File: src/rtl/lru_key_value_cache_core_macros.svh
// Assertion macros shared by the LRU key-value cache RTL.
// No dependencies; included by the modules that carry assertions.
`ifndef LRU_KEY_VALUE_CACHE_CORE_MACROS_SVH
`define LRU_KEY_VALUE_CACHE_CORE_MACROS_SVH

// Same-cycle implication, disabled during reset
`define LKVC_ASSERT_NOW(label, clk, rst, ante, cons, msg) \
  label: assert property (@(posedge clk) disable iff (rst) (ante) |-> (cons)) \
    else $error(msg);

// Next-cycle implication, disabled during reset
`define LKVC_ASSERT_NEXT(label, clk, rst, ante, cons, msg) \
  label: assert property (@(posedge clk) disable iff (rst) (ante) |=> (cons)) \
    else $error(msg);

`endif

File: src/rtl/lkvc_pkg.sv
// Shared constants and controller/datapath interface types for the LRU cache.
// No dependencies; used by lkvc_ctrl, lkvc_dpath and the top level.
package lkvc_pkg;

  localparam int CAPACITY_DEF = 16;   // default number of entry slots
  localparam int CAP_W        = 5;    // capacity_in_use register width
  localparam int KEY_W        = 32;
  localparam int VAL_W        = 32;

  localparam logic [CAP_W-1:0] CAP_RESET  = 5'd16;
  localparam logic [VAL_W-1:0] MISS_VALUE = 32'hFFFF_FFFF;  // -1

  // Request kinds carried on the input tuser bit
  localparam logic FUNC_GET = 1'b0;
  localparam logic FUNC_PUT = 1'b1;

  // Controller -> datapath
  typedef struct packed {
    logic load;      // latch an accepted request, clear scan trackers
    logic rd_issue;  // read the entry memories at the scan index
    logic commit;    // apply the update and post the result
  } cmd_t;

  // Datapath -> controller
  typedef struct packed {
    logic scan_last;  // scan index is at the last slot
    logic commit_ok;  // result register can take this transaction's result
  } sts_t;

endpackage

File: src/rtl/lkvc_ctrl.sv
// Sequencing state machine for the LRU cache: accept, scan, commit.
// Depends on lkvc_pkg for the command and status structs.
module lkvc_ctrl (
  input  logic            clk,
  input  logic            rst,
  input  logic            in_valid,
  output logic            in_ready,
  input  lkvc_pkg::sts_t  sts,
  output lkvc_pkg::cmd_t  cmd
);

  typedef enum logic [3:0] {
    ST_IDLE   = 4'b0001,
    ST_SCAN   = 4'b0010,
    ST_LAST   = 4'b0100,
    ST_COMMIT = 4'b1000
  } state_t;

  state_t state, state_next;

  // State register
  always_ff @(posedge clk) begin
    if (rst) begin
      state <= ST_IDLE;
    end else begin
      state <= state_next;
    end
  end

  // Next state and commands
  always_comb begin
    state_next   = state;
    cmd          = '0;
    in_ready     = 1'b0;
    unique case (state)
      ST_IDLE: begin
        in_ready = 1'b1;
        if (in_valid) begin
          cmd.load   = 1'b1;
          state_next = ST_SCAN;
        end
      end
      ST_SCAN: begin
        cmd.rd_issue = 1'b1;
        if (sts.scan_last) state_next = ST_LAST;
      end
      // last read is compared here
      ST_LAST: begin
        state_next = ST_COMMIT;
      end
      ST_COMMIT: begin
        if (sts.commit_ok) begin
          cmd.commit = 1'b1;
          state_next = ST_IDLE;
        end
      end
      default: begin
        state_next = ST_IDLE;
      end
    endcase
  end

endmodule

File: src/rtl/lkvc_dpath.sv
// Datapath of the LRU cache: key/value memories, per-slot valid and recency
// cells, scan trackers, capacity register and result register. Uses lkvc_pkg.
`include "lru_key_value_cache_core_macros.svh"

module lkvc_dpath #(
  parameter int CAPACITY = lkvc_pkg::CAPACITY_DEF
) (
  input  logic                        clk,
  input  logic                        rst,
  input  logic                        cfg_wr_en,
  input  logic [lkvc_pkg::CAP_W-1:0]  cfg_wr_data,
  input  logic                        in_func,
  input  logic [lkvc_pkg::KEY_W-1:0]  in_key,
  input  logic [lkvc_pkg::VAL_W-1:0]  in_value,
  input  lkvc_pkg::cmd_t              cmd,
  output lkvc_pkg::sts_t              sts,
  output logic                        out_valid,
  input  logic                        out_ready,
  output logic                        out_found,
  output logic [lkvc_pkg::VAL_W-1:0]  out_value
);

  localparam int IW = (CAPACITY > 1) ? $clog2(CAPACITY) : 1;  // slot index
  localparam int RW = IW;                                     // recency rank
  localparam int LW = $clog2(CAPACITY + 1);                   // live count
  localparam int CW = (LW > lkvc_pkg::CAP_W) ? LW : lkvc_pkg::CAP_W;

  // Configuration
  logic [lkvc_pkg::CAP_W-1:0] cap;
  logic [lkvc_pkg::CAP_W-1:0] eff_cap;

  // Request latched at accept
  logic                       func_q;
  logic [lkvc_pkg::KEY_W-1:0] key_q;
  logic [lkvc_pkg::VAL_W-1:0] val_q;

  // Entry storage
  logic [lkvc_pkg::KEY_W-1:0] mem_key [CAPACITY];
  logic [lkvc_pkg::VAL_W-1:0] mem_val [CAPACITY];
  logic [lkvc_pkg::KEY_W-1:0] rd_key;
  logic [lkvc_pkg::VAL_W-1:0] rd_val;
  logic [CAPACITY-1:0]        valid;
  logic [RW-1:0]              rank [CAPACITY];
  logic [LW-1:0]              live_count;

  // Scan
  logic [IW-1:0] idx;
  logic [IW-1:0] idx_d;
  logic          rd_pend;
  logic          cur_valid;
  logic [RW-1:0] cur_rank;
  logic          cur_lru;

  // Trackers
  logic                       hit_f;
  logic [IW-1:0]              hit_idx;
  logic [RW-1:0]              hit_rank;
  logic [lkvc_pkg::VAL_W-1:0] hit_val;
  logic                       free_f;
  logic [IW-1:0]              free_idx;
  logic                       lru_f;
  logic [IW-1:0]              lru_idx;

  // Commit decode
  logic          evict;
  logic          do_insert;
  logic          do_rank_upd;
  logic          mem_we;
  logic [IW-1:0] slot;

  // Capacity register
  always_ff @(posedge clk) begin
    if (rst) begin
      cap <= lkvc_pkg::CAP_RESET;
    end else if (cfg_wr_en) begin
      cap <= cfg_wr_data;
    end
  end

  assign eff_cap = (cap == '0) ? lkvc_pkg::CAP_W'(1) : cap;
  assign evict   = (CW'(live_count) >= CW'(eff_cap)) || (live_count >= LW'(CAPACITY));

  // Request latch
  always_ff @(posedge clk) begin
    if (cmd.load) begin
      func_q <= in_func;
      key_q  <= in_key;
      val_q  <= in_value;
    end
  end

  // Scan index and read pipeline flag
  always_ff @(posedge clk) begin
    if (rst) begin
      idx     <= '0;
      rd_pend <= 1'b0;
    end else begin
      rd_pend <= cmd.rd_issue;
      if (cmd.load) begin
        idx <= '0;
      end else if (cmd.rd_issue) begin
        idx <= idx + IW'(1);
      end
    end
  end

  always_ff @(posedge clk) begin
    idx_d <= idx;
  end

  // Key and value memories: one read, one write port
  always_ff @(posedge clk) begin
    if (cmd.rd_issue) begin
      rd_key <= mem_key[idx];
      rd_val <= mem_val[idx];
    end
  end

  always_ff @(posedge clk) begin
    if (mem_we) begin
      mem_key[slot] <= key_q;
      mem_val[slot] <= val_q;
    end
  end

  // Per-slot state of the entry read last cycle
  assign cur_valid = valid[idx_d];
  assign cur_rank  = rank[idx_d];
  assign cur_lru   = cur_valid && (LW'(cur_rank) == (live_count - LW'(1)));

  // Scan trackers: hit, first free slot, least recent slot
  always_ff @(posedge clk) begin
    if (rst) begin
      hit_f  <= 1'b0;
      free_f <= 1'b0;
      lru_f  <= 1'b0;
    end else if (cmd.load) begin
      hit_f  <= 1'b0;
      free_f <= 1'b0;
      lru_f  <= 1'b0;
    end else if (rd_pend) begin
      if (cur_valid && (rd_key == key_q) && !hit_f) begin
        hit_f    <= 1'b1;
        hit_idx  <= idx_d;
        hit_rank <= cur_rank;
        hit_val  <= rd_val;
      end
      if (!cur_valid && !free_f) begin
        free_f   <= 1'b1;
        free_idx <= idx_d;
      end
      if (cur_lru && !lru_f) begin
        lru_f   <= 1'b1;
        lru_idx <= idx_d;
      end
    end
  end

  // Commit decode
  assign do_insert   = cmd.commit && (func_q == lkvc_pkg::FUNC_PUT) && !hit_f;
  assign do_rank_upd = cmd.commit && (hit_f || (func_q == lkvc_pkg::FUNC_PUT));
  assign mem_we      = cmd.commit && (func_q == lkvc_pkg::FUNC_PUT);

  always_comb begin
    priority if (hit_f) begin
      slot = hit_idx;
    end else if (evict) begin
      slot = lru_idx;
    end else begin
      slot = free_idx;
    end
  end

  // Valid and recency cells: touch ages entries newer than the hit,
  // insert ages every other valid entry
  always_ff @(posedge clk) begin
    if (rst) begin
      valid <= '0;
      for (int i = 0; i < CAPACITY; i++) rank[i] <= '0;
    end else if (do_rank_upd) begin
      for (int i = 0; i < CAPACITY; i++) begin
        if (IW'(i) == slot) begin
          rank[i] <= '0;
          if (do_insert) valid[i] <= 1'b1;
        end else if (valid[i] && (!hit_f || (rank[i] < hit_rank))) begin
          rank[i] <= rank[i] + RW'(1);
        end
      end
    end
  end

  // Live count grows only on an insert into a free slot
  always_ff @(posedge clk) begin
    if (rst) begin
      live_count <= '0;
    end else if (do_insert && !evict) begin
      live_count <= live_count + LW'(1);
    end
  end

  // Result register
  always_ff @(posedge clk) begin
    if (rst) begin
      out_valid <= 1'b0;
    end else if (cmd.commit && (func_q == lkvc_pkg::FUNC_GET)) begin
      out_valid <= 1'b1;
    end else if (out_ready) begin
      out_valid <= 1'b0;
    end
  end

  always_ff @(posedge clk) begin
    if (cmd.commit && (func_q == lkvc_pkg::FUNC_GET)) begin
      out_found <= hit_f;
      out_value <= hit_f ? hit_val : lkvc_pkg::MISS_VALUE;
    end
  end

  // Status
  assign sts.scan_last = (idx == IW'(CAPACITY - 1));
  assign sts.commit_ok = (func_q == lkvc_pkg::FUNC_PUT) || !out_valid || out_ready;

  // Checks
  `LKVC_ASSERT_NOW(a_live_matches_valid, clk, rst, 1'b1, $countones(valid) == int'(live_count), "live count differs from valid entries")
  `LKVC_ASSERT_NOW(a_free_slot_found, clk, rst, do_insert && !evict, free_f, "insert below capacity without a free slot")
  `LKVC_ASSERT_NOW(a_lru_slot_found, clk, rst, do_insert && evict, lru_f, "eviction without a least recent entry")
  `LKVC_ASSERT_NEXT(a_live_grows, clk, rst, do_insert && !evict, live_count == $past(live_count) + LW'(1), "live count did not grow on insert")

endmodule

File: src/rtl/lru_key_value_cache_core.sv
// Top level of the LRU key-value cache: streaming ports, capacity register port.
// Depends on lkvc_pkg, lkvc_ctrl and lkvc_dpath.
//
//  Channel  Dir  Transaction content
//  s_axis   in   tuser: func; tdata: lookup_key, store_value
//  m_axis   out  tuser: found; tdata: read_value (one per get)
//  cfg      in   capacity_in_use, written when cfg_wr_en is high
//
// Each request scans the key/value memory one slot per cycle through its
// single read port. Results sit in an output register, so the next request
// is accepted while a result waits; a get only holds in its commit cycle
// while that register is full and not taken. Reset clears valid bits,
// recency ranks and the live count at once and sets the capacity to 16;
// no clearing pass is needed.
module lru_key_value_cache_core #(
  parameter int CAPACITY = lkvc_pkg::CAPACITY_DEF
) (
  input  logic                       clk,
  input  logic                       rst,
  input  logic                       cfg_wr_en,
  input  logic [lkvc_pkg::CAP_W-1:0] cfg_wr_data,    // capacity_in_use
  input  logic                       s_axis_tvalid,
  output logic                       s_axis_tready,
  input  logic [63:0]                s_axis_tdata,   // [31:0] lookup_key, [63:32] store_value
  input  logic [0:0]                 s_axis_tuser,   // [0] func
  output logic                       m_axis_tvalid,
  input  logic                       m_axis_tready,
  output logic [31:0]                m_axis_tdata,   // [31:0] read_value
  output logic [0:0]                 m_axis_tuser    // [0] found
);

  lkvc_pkg::cmd_t cmd;
  lkvc_pkg::sts_t sts;

  lkvc_ctrl u_ctrl (
    .clk      (clk),
    .rst      (rst),
    .in_valid (s_axis_tvalid),
    .in_ready (s_axis_tready),
    .sts      (sts),
    .cmd      (cmd)
  );

  lkvc_dpath #(
    .CAPACITY (CAPACITY)
  ) u_dpath (
    .clk         (clk),
    .rst         (rst),
    .cfg_wr_en   (cfg_wr_en),
    .cfg_wr_data (cfg_wr_data),
    .in_func     (s_axis_tuser[0]),
    .in_key      (s_axis_tdata[31:0]),
    .in_value    (s_axis_tdata[63:32]),
    .cmd         (cmd),
    .sts         (sts),
    .out_valid   (m_axis_tvalid),
    .out_ready   (m_axis_tready),
    .out_found   (m_axis_tuser[0]),
    .out_value   (m_axis_tdata)
  );

endmodule

File: config.mk
export PLATFORM = sky130hd
export DESIGN_NAME = lru_key_value_cache_core
export DESIGN_NICKNAME = d
export VERILOG_FILES = /design/src/rtl/lkvc_pkg.sv /design/src/rtl/lkvc_ctrl.sv /design/src/rtl/lkvc_dpath.sv /design/src/rtl/lru_key_value_cache_core.sv
export VERILOG_INCLUDE_DIRS = /design/src /design/src/rtl
export SDC_FILE = /design/constraint.sdc
export NUM_CORES = 1
export LEC_CHECK = 0
export ABC_AREA = 1
export BUFFER_PORTS_ARGS = -buffer_cell sky130_fd_sc_hd__buf_2
export CAP_MARGIN = 40
export CELL_PAD_IN_SITES_DETAIL_PLACEMENT = 0
export CELL_PAD_IN_SITES_GLOBAL_PLACEMENT = 1
export CORE_MARGIN = 2
export CORE_UTILIZATION = 55
export DETAILED_ROUTE_END_ITERATION = 10
export PLACE_DENSITY_LB_ADDON = 0.1
export SLEW_MARGIN = 10
export SYNTH_ARGS = -nofsm -noshare
export SYNTH_HDL_FRONTEND = slang
export SYNTH_HIERARCHICAL = 1
export SYNTH_SLANG_ARGS = --single-unit
File: constraint.sdc
create_clock -name clk -period 8.2 [get_ports clk]
set_clock_uncertainty 0.1 [all_clocks]
set_input_delay 0.41 -clock clk [delete_from_list [all_inputs] [get_ports clk]]
set_output_delay 0.41 -clock clk [all_outputs]
set_load 0.03 [all_outputs]
==> results of run 1 <==
## cells by family (layout without fill, tap and decap cells)
logic type | count (synthesis) | after routing | synth area share (%)
flip-flops | 1341 | 1341 | 74.5
AND/OR/NAND/NOR | 1329 | 1329 | 10.3
AO/OA/AOI/OAI | 912 | 912 | 9.85
buffers and inverters | 377 | 651 | 2.88
adder cells (fa/ha/maj) | 72 | 72 | 1.69
XOR/XNOR | 47 | 47 | 0.770
other | 0 | 1 | 0
## registers in the layout (all words and copies together) (netlist names), 5 cells and up
name and flops:
u_dpath/mem_key 512, u_dpath/rd_val 32, u_dpath/valid 16, u_dpath/live_count 5, u_dpath/val_q 32, u_dpath/out_value 32, u_dpath/rd_key 32, u_dpath/rank 64
u_dpath/cap 5, u_dpath/hit_val 32, u_dpath/mem_val 512, u_dpath/key_q 32
## worst min-delay path, stage by stage
cell and delay [ns]:
buf_2 0.10, buf_4 0.24, nor2_1 0.14
## per-stage QoR
| stage | util [%] | cells | power (W) |
|---|---|---|---|
| after CTS | 63.0 | 5627 | 0.0142 |
| after global placement | 57.1 | 5278 | 0.00829 |
| after detailed placement | 57.8 | 5305 | 0.00831 |
| after global routing | 63.1 | 5628 | 0.0146 |
| final | 63.1 | 5629 | 0.0141 |
| after floorplan | - | 4078 | 0.00809 |
## layout make-up
| class | instances | area, µm² | area share, % |
|---|---|---|---|
| clock buffer | 170 | 3620 | 5.94 |
| timing repair buffer | 264 | 2440 | 4.01 |
| inverter | 143 | 563 | 0.924 |
| sequential | 1341 | 39800 | 65.4 |
| antenna | 1 | 2.50 | 0.00411 |
| multi-input combinational | 2360 | 12200 | 20.0 |
| tap | 1276 | 1600 | 2.62 |
| clock inverter | 74 | 634 | 1.04 |
## final timing paths
path,from,end,depth (start not counted)
worst min register to register,u_dpath/rd_val[5],u_dpath/hit_val[5],0
worst min-delay path,rst,u_dpath/rd_pend,3
worst max register to register,u_dpath/hit_f,u_dpath/mem_key[2][20],10
worst max-delay path,u_dpath/hit_f,u_dpath/mem_key[2][20],10
## routing by layer
layer | up-vias | share of wire (%)
met5 | - | 0
li1 | 15400 | -
met3 | 208 | 6.7
met2 | 1134 | 48
met1 | 16600 | 42
met4 | 0 | 2.6
## power by group
group / internal (W) / switching, W
clock network: 0.00337 / 0.00258
registers: 0.00761 / 0.000138
logic: 0.000150 / 0.000290
total: 0.0111 / 0.00301
## cells in the final DEF (no fill, tap or decap), types with 8 or more instances in the layout
master and instances:
buf_16 20, nand2_1 376, xnor2_1 23, nor2_1 629
nand3_1 229, edfxtp_1 1298, dlygate4sd3_1 78, or2_2 34
buf_4 46, buf_12 11, clkbuf_16 140, nor2_4 23
dfxtp_1 40, o221ai_1 111, o21ai_0 568, ha_1 72
o211ai_1 20, inv_6 8, a21oi_1 47, clkinv_2 14
nor3_1 14, clkbuf_1 30, xor2_1 24, inv_1 130
buf_2 109, o22ai_1 151, clkinv_1 35
==> metrics.md, run 1 <==
| Metric | Value |
|---|---|
| CP Capture Type | flop |
| Tot GR Track Use | 26.9% |
| Syn Std Cell Area | 53400 µm² |
| Final Hold Fails | 0 |
| Die Area | 99700 µm² |
| Remaining Overflow, GRT | 0 |
| Vias in the first global route | 32000 |
| Synth area leader | edfxtp_1 |
| Clk sink count | 1341 |
| Post-CTS resize count | 0 |
| Slack of the critical path | 4.03 ns |
| Initial antenna violation count | 2 |
| Area grow syn2layout | 14.0% |
| Max-cap violations | 0 |
| Drt via density | 5.91 |
| # Post-CTS Setup Buffers | 0 |
| WS Path Type | reg2reg |
| Worst-path clk slew | 0.06 ns |
| Worst slew margin | 24.7% |
| CP max stage delay | 0.72 ns |
| H-tree Lvls | 4 |
| Power per cell area | 232 nW/µm² |
| Area share of the largest cell type after synthesis | 72.9% |
| Gpl congestion | 0.814 |
| Number of DRC markers in iteration 0 | 3481 |
| Most used cell, CP | nand2_1 |
| First-pass GRT wire length | 199 mm |
| P_leak | 20.5 nW |
| Critical-path top delay cell | buf_4 |
| Port bufs | 109 |
| GR Util met3 | 4.53% |
| Final Cycle Share | 50.9% |
| Worst Path Max Fanout | 43 |
| DP HPWL | 73.2 mm |
| Largest net degree at the start of global routing | 221 |
| M1 GR Usage | 37.8% |
| WP data arrival | 4.45 ns |
| Worst path required time | 8.47 ns |
| Core area | 96600 µm² |
| Number of synthesized flops with an enable pin | 1298 |
| Initial core utilization | 55.3% |
| WHS | 0.102 ns |
| DRC errors left | 0 |
| Crit path time final | 4.17 ns |
| Share of cells above drive strength 1 | 10.4% |
| R2r setup slk | 4.03 ns |
| Ranking of synthesized cells by area | edfxtp_1, o21ai_0, nor2_1 |
| Drt pass-1 iters | 6 |
| RSZ-0062 raised after global routing | false |
| # setup viols final | 0 |
| Final wirelength | 133 mm |
| Mapped Cells | 4078 |
| Die width | 316 µm |
| Setup TNS | 0 ns |
| Maximum vdd drop | 0.000216 V |
| Hold Path Class | in2reg |
| Total CTS buffers | 139 |
| DR WL/cell | 23.7 µm |
| GRT met2 Usage | 43.5% |
| Detail Route Antenna Nets | 0 |
| Family with the most delay on the worst path | buffers and inverters |
| #FFs+latches synth | 1341 |
| Area of placed instances | 55900 µm² |
| Ys async rst share | 0% |
| Root Driver | clkbuf_16 |
| Most used DFF post-synth | edfxtp_1 |
| YS warnings | 6 |
| Synth Area per Inst | 13.1 µm² |
| Seq/Total Area, Yosys | 74.5% |
| Slew @ Worst Pin | 1.13 ns |
| GR peak layer | met2 |
| CTS tree | built |
| Clock Path Buffers | 3 |
| Fmax | 240 MHz |
| Net count after synthesis | 4225 |
| Netlist cell types | 42 |
| Die Ht | 316 µm |
| Outcome | complete, no violations |
| CP Launch Type | flop |
| Cell Rows | 114 |
| Post-CTS Hold Buffers | 78 |
| Top-count cell post-synth | edfxtp_1 |
| Final Slew Violations | 0 |
| Design Area, Final | 60900 µm² |
| # fillers | 7337 |
| Routed via count | 33300 |
| Worst-Skew Late Latency | 0.77 ns |
| Top cells by instance count after synthesis | edfxtp_1, nor2_1, o21ai_0, nand2_1, nand3_1 |
| I/O Pins | 110 |
| Buffer and inverter count on the worst path | 5 |
| Crit path cell chain | inv_2 > buf_12 > or2_2 > nand2_2 > nand2_1 > inv_1 > nand2_1 > nor2_4 > buf_16 > buf_4 |
| Fin nets | 4396 |
| Worst slack at placement | 4.03 ns |
(Power assumes the default switching activity.)
==> run 2, diff against run 1 <==
Settings changed: ABC_AREA 1 to 0.
Clock period 8.2 ns to 4.2 ns, I/O delays scaled along.
==> metrics.md, run 2 <==
| Metric | Value |
|---|---|
| Seq/Total Area, Yosys | 76.1% (was 74.5%) |
| Most used DFF post-synth | edfxtp_1 (unchanged) |
| Most common cell after layout, fill and taps aside | edfxtp_1 (unchanged) |
| Synth Area in Compound Gates | 2.09% (was 9.85%) |
| # fillers | 6314 (was 7337) |
| Post-Route M1 WL | 50.0 mm (was 56.5 mm) |
| Core area | 94700 µm² (was 96600 µm²) |
| Fmax | 251 MHz (was 240 MHz) |
| DP HPWL | 69.3 mm (was 73.2 mm) |
| Largest family of logic cells by synthesized area | multiplexers (was simple AND/OR/NAND/NOR gates) |
| Fin nets | 2910 (was 4396) |
| Hold Path End | u_dpath/key_q[18] (was u_dpath/rd_pend) |
| XOR/XNOR share of the synthesized area | 1.30% (was 0.770%) |
| Drt pass-1 iters | 5 (was 6) |
| Vias in the first global route | 26200 (was 32000) |
| Mapped Cells | 2419 (was 4078) |
| Final wirelength | 115 mm (was 133 mm) |
| H-tree Lvls | 4 (unchanged) |
| Top cells by instance count after synthesis | edfxtp_1, mux4_2, nor2_1, ha_1, clkbuf_1 (was edfxtp_1, nor2_1, o21ai_0, nand2_1, nand3_1) |
| Netlist cell types | 61 (was 42) |
| Cell Rows | 113 (was 114) |
| Largest regs | u_dpath/mem_key x512, u_dpath/mem_val x512, u_dpath/rank x64 (unchanged) |
| Worst hold stages | 2 (was 3) |
| Die width | 313 µm (was 316 µm) |
| Ys async rst share | 0% (unchanged) |
| Crit path cell chain | inv_1 > a41o_1 > ha_1 > nor2b_1 > o21ai_1 > a21o_1 > mux2i_1 > o31a_1 > nand3_1 > nor2_4 > buf_12 (was inv_2 > buf_12 > or2_2 > nand2_2 > nand2_1 > inv_1 > nand2_1 > nor2_4 > buf_16 > buf_4) |
| N_diodes | 0 (was 1) |
| Worst R2R Path Depth | 11 (was 10) |
| Drt via density | 6.13 (was 5.91) |
| Worst path required time | 4.52 ns (was 8.47 ns) |
| Power per cell area | 450 nW/µm² (was 232 nW/µm²) |
| Slew @ Worst Pin | 0.882 ns (was 1.13 ns) |
| Sequential cell area | 39900 µm² (was 39800 µm²) |
| First-pass GRT wire length | 173 mm (was 199 mm) |
| R2R Path Start | u_dpath/cap[3] (was u_dpath/hit_f) |
| Area share of the largest cell type after synthesis | 74.4% (was 72.9%) |
| Critical-path top delay cell | nor2_4 (was buf_4) |
| Hold Path Class | in2reg (unchanged) |
| Root Driver | clkbuf_16 (unchanged) |
| Clk sink count | 1341 (unchanged) |
| Total CTS buffers | 139 (unchanged) |
| Remaining Overflow, GRT | 0 (unchanged) |
| Commonest non-fill, non-tap cells in the layout | edfxtp_1, mux4_2, clkbuf_16, nor2_1, buf_2 (was edfxtp_1, nor2_1, o21ai_0, nand2_1, nand3_1) |
| Die Area | 97700 µm² (was 99700 µm²) |
| Worst-Skew Late Latency | 0.74 ns (was 0.77 ns) |
| Post-CTS resize count | 0 (unchanged) |
| Number of synthesized flops with an enable pin | 1298 (unchanged) |
| Metal2 WL | 55.9 mm (was 64.4 mm) |
| Final Core Density | 64.2% (was 63.1%) |
| Terminus of the critical flop-to-flop path | u_dpath/mem_key[11][3] (was u_dpath/mem_key[2][20]) |
| Tot Pwr | 0.0274 W (was 0.0141 W) |
| Worst slew margin | 41.2% (was 24.7%) |
| Net count after synthesis | 2566 (was 4225) |
| YS warnings | 6 (unchanged) |
| Top Metal Used | met4 (unchanged) |
| Hold Startpoint | s_axis_tdata[18] (was rst) |
| Post-synthesis adder-cell area fraction | 1.72% (was 1.69%) |
| # setup viols final | 0 (unchanged) |
| Die Ht | 313 µm (was 316 µm) |
| P_leak | 19.3 nW (was 20.5 nW) |
| Port bufs | 109 (unchanged) |
| Area grow syn2layout | 16.2% (was 14.0%) |
| Worst-path clk slew | 0.06 ns (about the same) |
| DR WL/cell | 27.9 µm (was 23.7 µm) |
| Maximum vdd drop | 0.000388 V (was 0.000216 V) |
| Number of DRC markers in iteration 0 | 2467 (was 3481) |
| Max-cap violations | 0 (unchanged) |
| Initial core utilization | 55.3% (about the same) |
| Post-Synth Simple-Gate Area | 2.52% (was 10.3%) |
| Tot GR Track Use | 24.3% (was 26.9%) |
| Worst Path Max Fanout | 13 (was 43) |
| Final Hold Fails | 0 (unchanged) |
| Outcome | complete, no violations (unchanged) |
| #FFs+latches synth | 1341 (unchanged) |
| Met3 routed WL | 7.35 mm (was 8.97 mm) |
| CTS tree | built (unchanged) |
| Placed instance count | 3804 (was 5305) |
| DRC errors left | 0 (unchanged) |
| WS Path Type | reg2reg (unchanged) |
| Routed via count | 25300 (was 33300) |
| Final instance count without filler cells | 4133 (was 5629) |
| I/O Pins | 110 (unchanged) |
| R2r setup slk | 0.21 ns (was 4.03 ns) |
| Synth area leader | edfxtp_1 (unchanged) |
| Mux contribution to synthesized area | 15.2% (was 0%) |
| Syn Std Cell Area | 52400 µm² (was 53400 µm²) |
| RSZ-0062 raised after global routing | false (unchanged) |
| Initial antenna violation count | 1 (was 2) |
| Worst slack at placement | 0.161 ns (was 4.03 ns) |
| Largest net degree at the start of global routing | 65 (was 221) |
| Crit path time final | 3.99 ns (was 4.17 ns) |
| Synth Area per Inst | 21.7 µm² (was 13.1 µm²) |
| Top-count cell post-synth | edfxtp_1 (unchanged) |
| Detail Route Antenna Nets | 0 (unchanged) |
| Buffer and inverter count on the worst path | 2 (was 5) |
| Slack of the critical path | 0.210 ns (was 4.03 ns) |
| CP Capture Type | flop (unchanged) |
| Gpl congestion | 0.828 (was 0.814) |
| Final Slew Violations | 0 (unchanged) |
| Family with the most delay on the worst path | compound AO/OA/AOI/OAI gates (was buffers and inverters) |
| CP Launch Type | flop (unchanged) |
| Footprint of the multi-input gates | 12100 µm² (was 12200 µm²) |
| Final Cycle Share | 95.0% (was 50.9%) |
| Clock Path Buffers | 3 (unchanged) |
| WP data arrival | 4.31 ns (was 4.45 ns) |
| Share of cells above drive strength 1 | 27.5% (was 10.4%) |
| CP max stage delay | 0.63 ns (was 0.72 ns) |
| Ranking of synthesized cells by area | edfxtp_1, mux4_2, ha_1 (was edfxtp_1, o21ai_0, nor2_1) |
## run 2: area by class of cell
class	count	share of cell area [%]
clock inverters	69	0.962
multi-input cells	944	19.9
clock buffers	177	6.21
inverters	33	0.204
well taps	1265	2.60
flip-flops and latches	1341	65.5
repair buffers	304	4.63
## run 2: metrics by stage
step                      hold WS, ns  setup TNS [ns]  area [µm²]
after floorplan                 0.187         -278.96       52500
after global placement          0.286               0       55600
after detailed placement        0.288               0       55600
after CTS                      0.0256               0       60800
after global routing           0.0630               0       60900
final                          0.0760               0       60900
## run 2: kinds of logic after synthesis
group | count (synthesis)
mux | 363
compound gates | 154
xor+xnor | 78
buf+inv | 134
flops | 1341
simple gates | 277
fa+ha+maj | 72
## run 2: worst register-to-register path, cell delays in order, from the launching register on
cell and delay [ns]:
dfxtp_1 0.35, inv_1 0.08, a41o_1 0.24, ha_1 0.28, nor2b_1 0.05, o21ai_1 0.37
a21o_1 0.49, mux2i_1 0.34, o31a_1 0.21, nand3_1 0.33, nor2_4 0.63, buf_12 0.23
## run 2: how the worst max path moves through the flow
stage | from | end | slack (ns) | depth (start not counted)
after global placement | u_dpath/cap[3] | u_dpath/mem_val[7][17] | 0.30 | 11
after detailed placement | u_dpath/cap[3] | u_dpath/mem_key[11][11] | 0.16 | 11
after CTS | u_dpath/cap[3] | u_dpath/mem_key[11][1] | 0.17 | 11
final | u_dpath/cap[3] | u_dpath/mem_key[11][3] | 0.21 | 11
after floorplan | u_dpath/cap[3] | u_dpath/mem_key[0][0] | -1.03 | 10
after global routing | u_dpath/cap[3] | u_dpath/mem_key[11][3] | 0.02 | 11
## run 2: timing repair
item,in CTS,in global routing
buffers inserted,0,2
hold buffers,81,0
setup endpoints to repair,0,8
endpoints found under the hold margin,105,0
## run 2: layer usage
layer | vias up | track usage [%]
met2 | 938 | 37.8
met4 | 0 | 6.57
met3 | 165 | 3.57
met1 | 13500 | 36.6
met5 | - | 0
li1 | 10700 | -
## run 2: report_power, final
group | leakage [nW] | switching [W] | total [W] | internal [W]
Combinational | 5.15 | 0.000290 | 0.000553 | 0.000263
Sequential | 12.0 | 0.000233 | 0.0150 | 0.0148
Clock | 2.15 | 0.00490 | 0.0118 | 0.00691
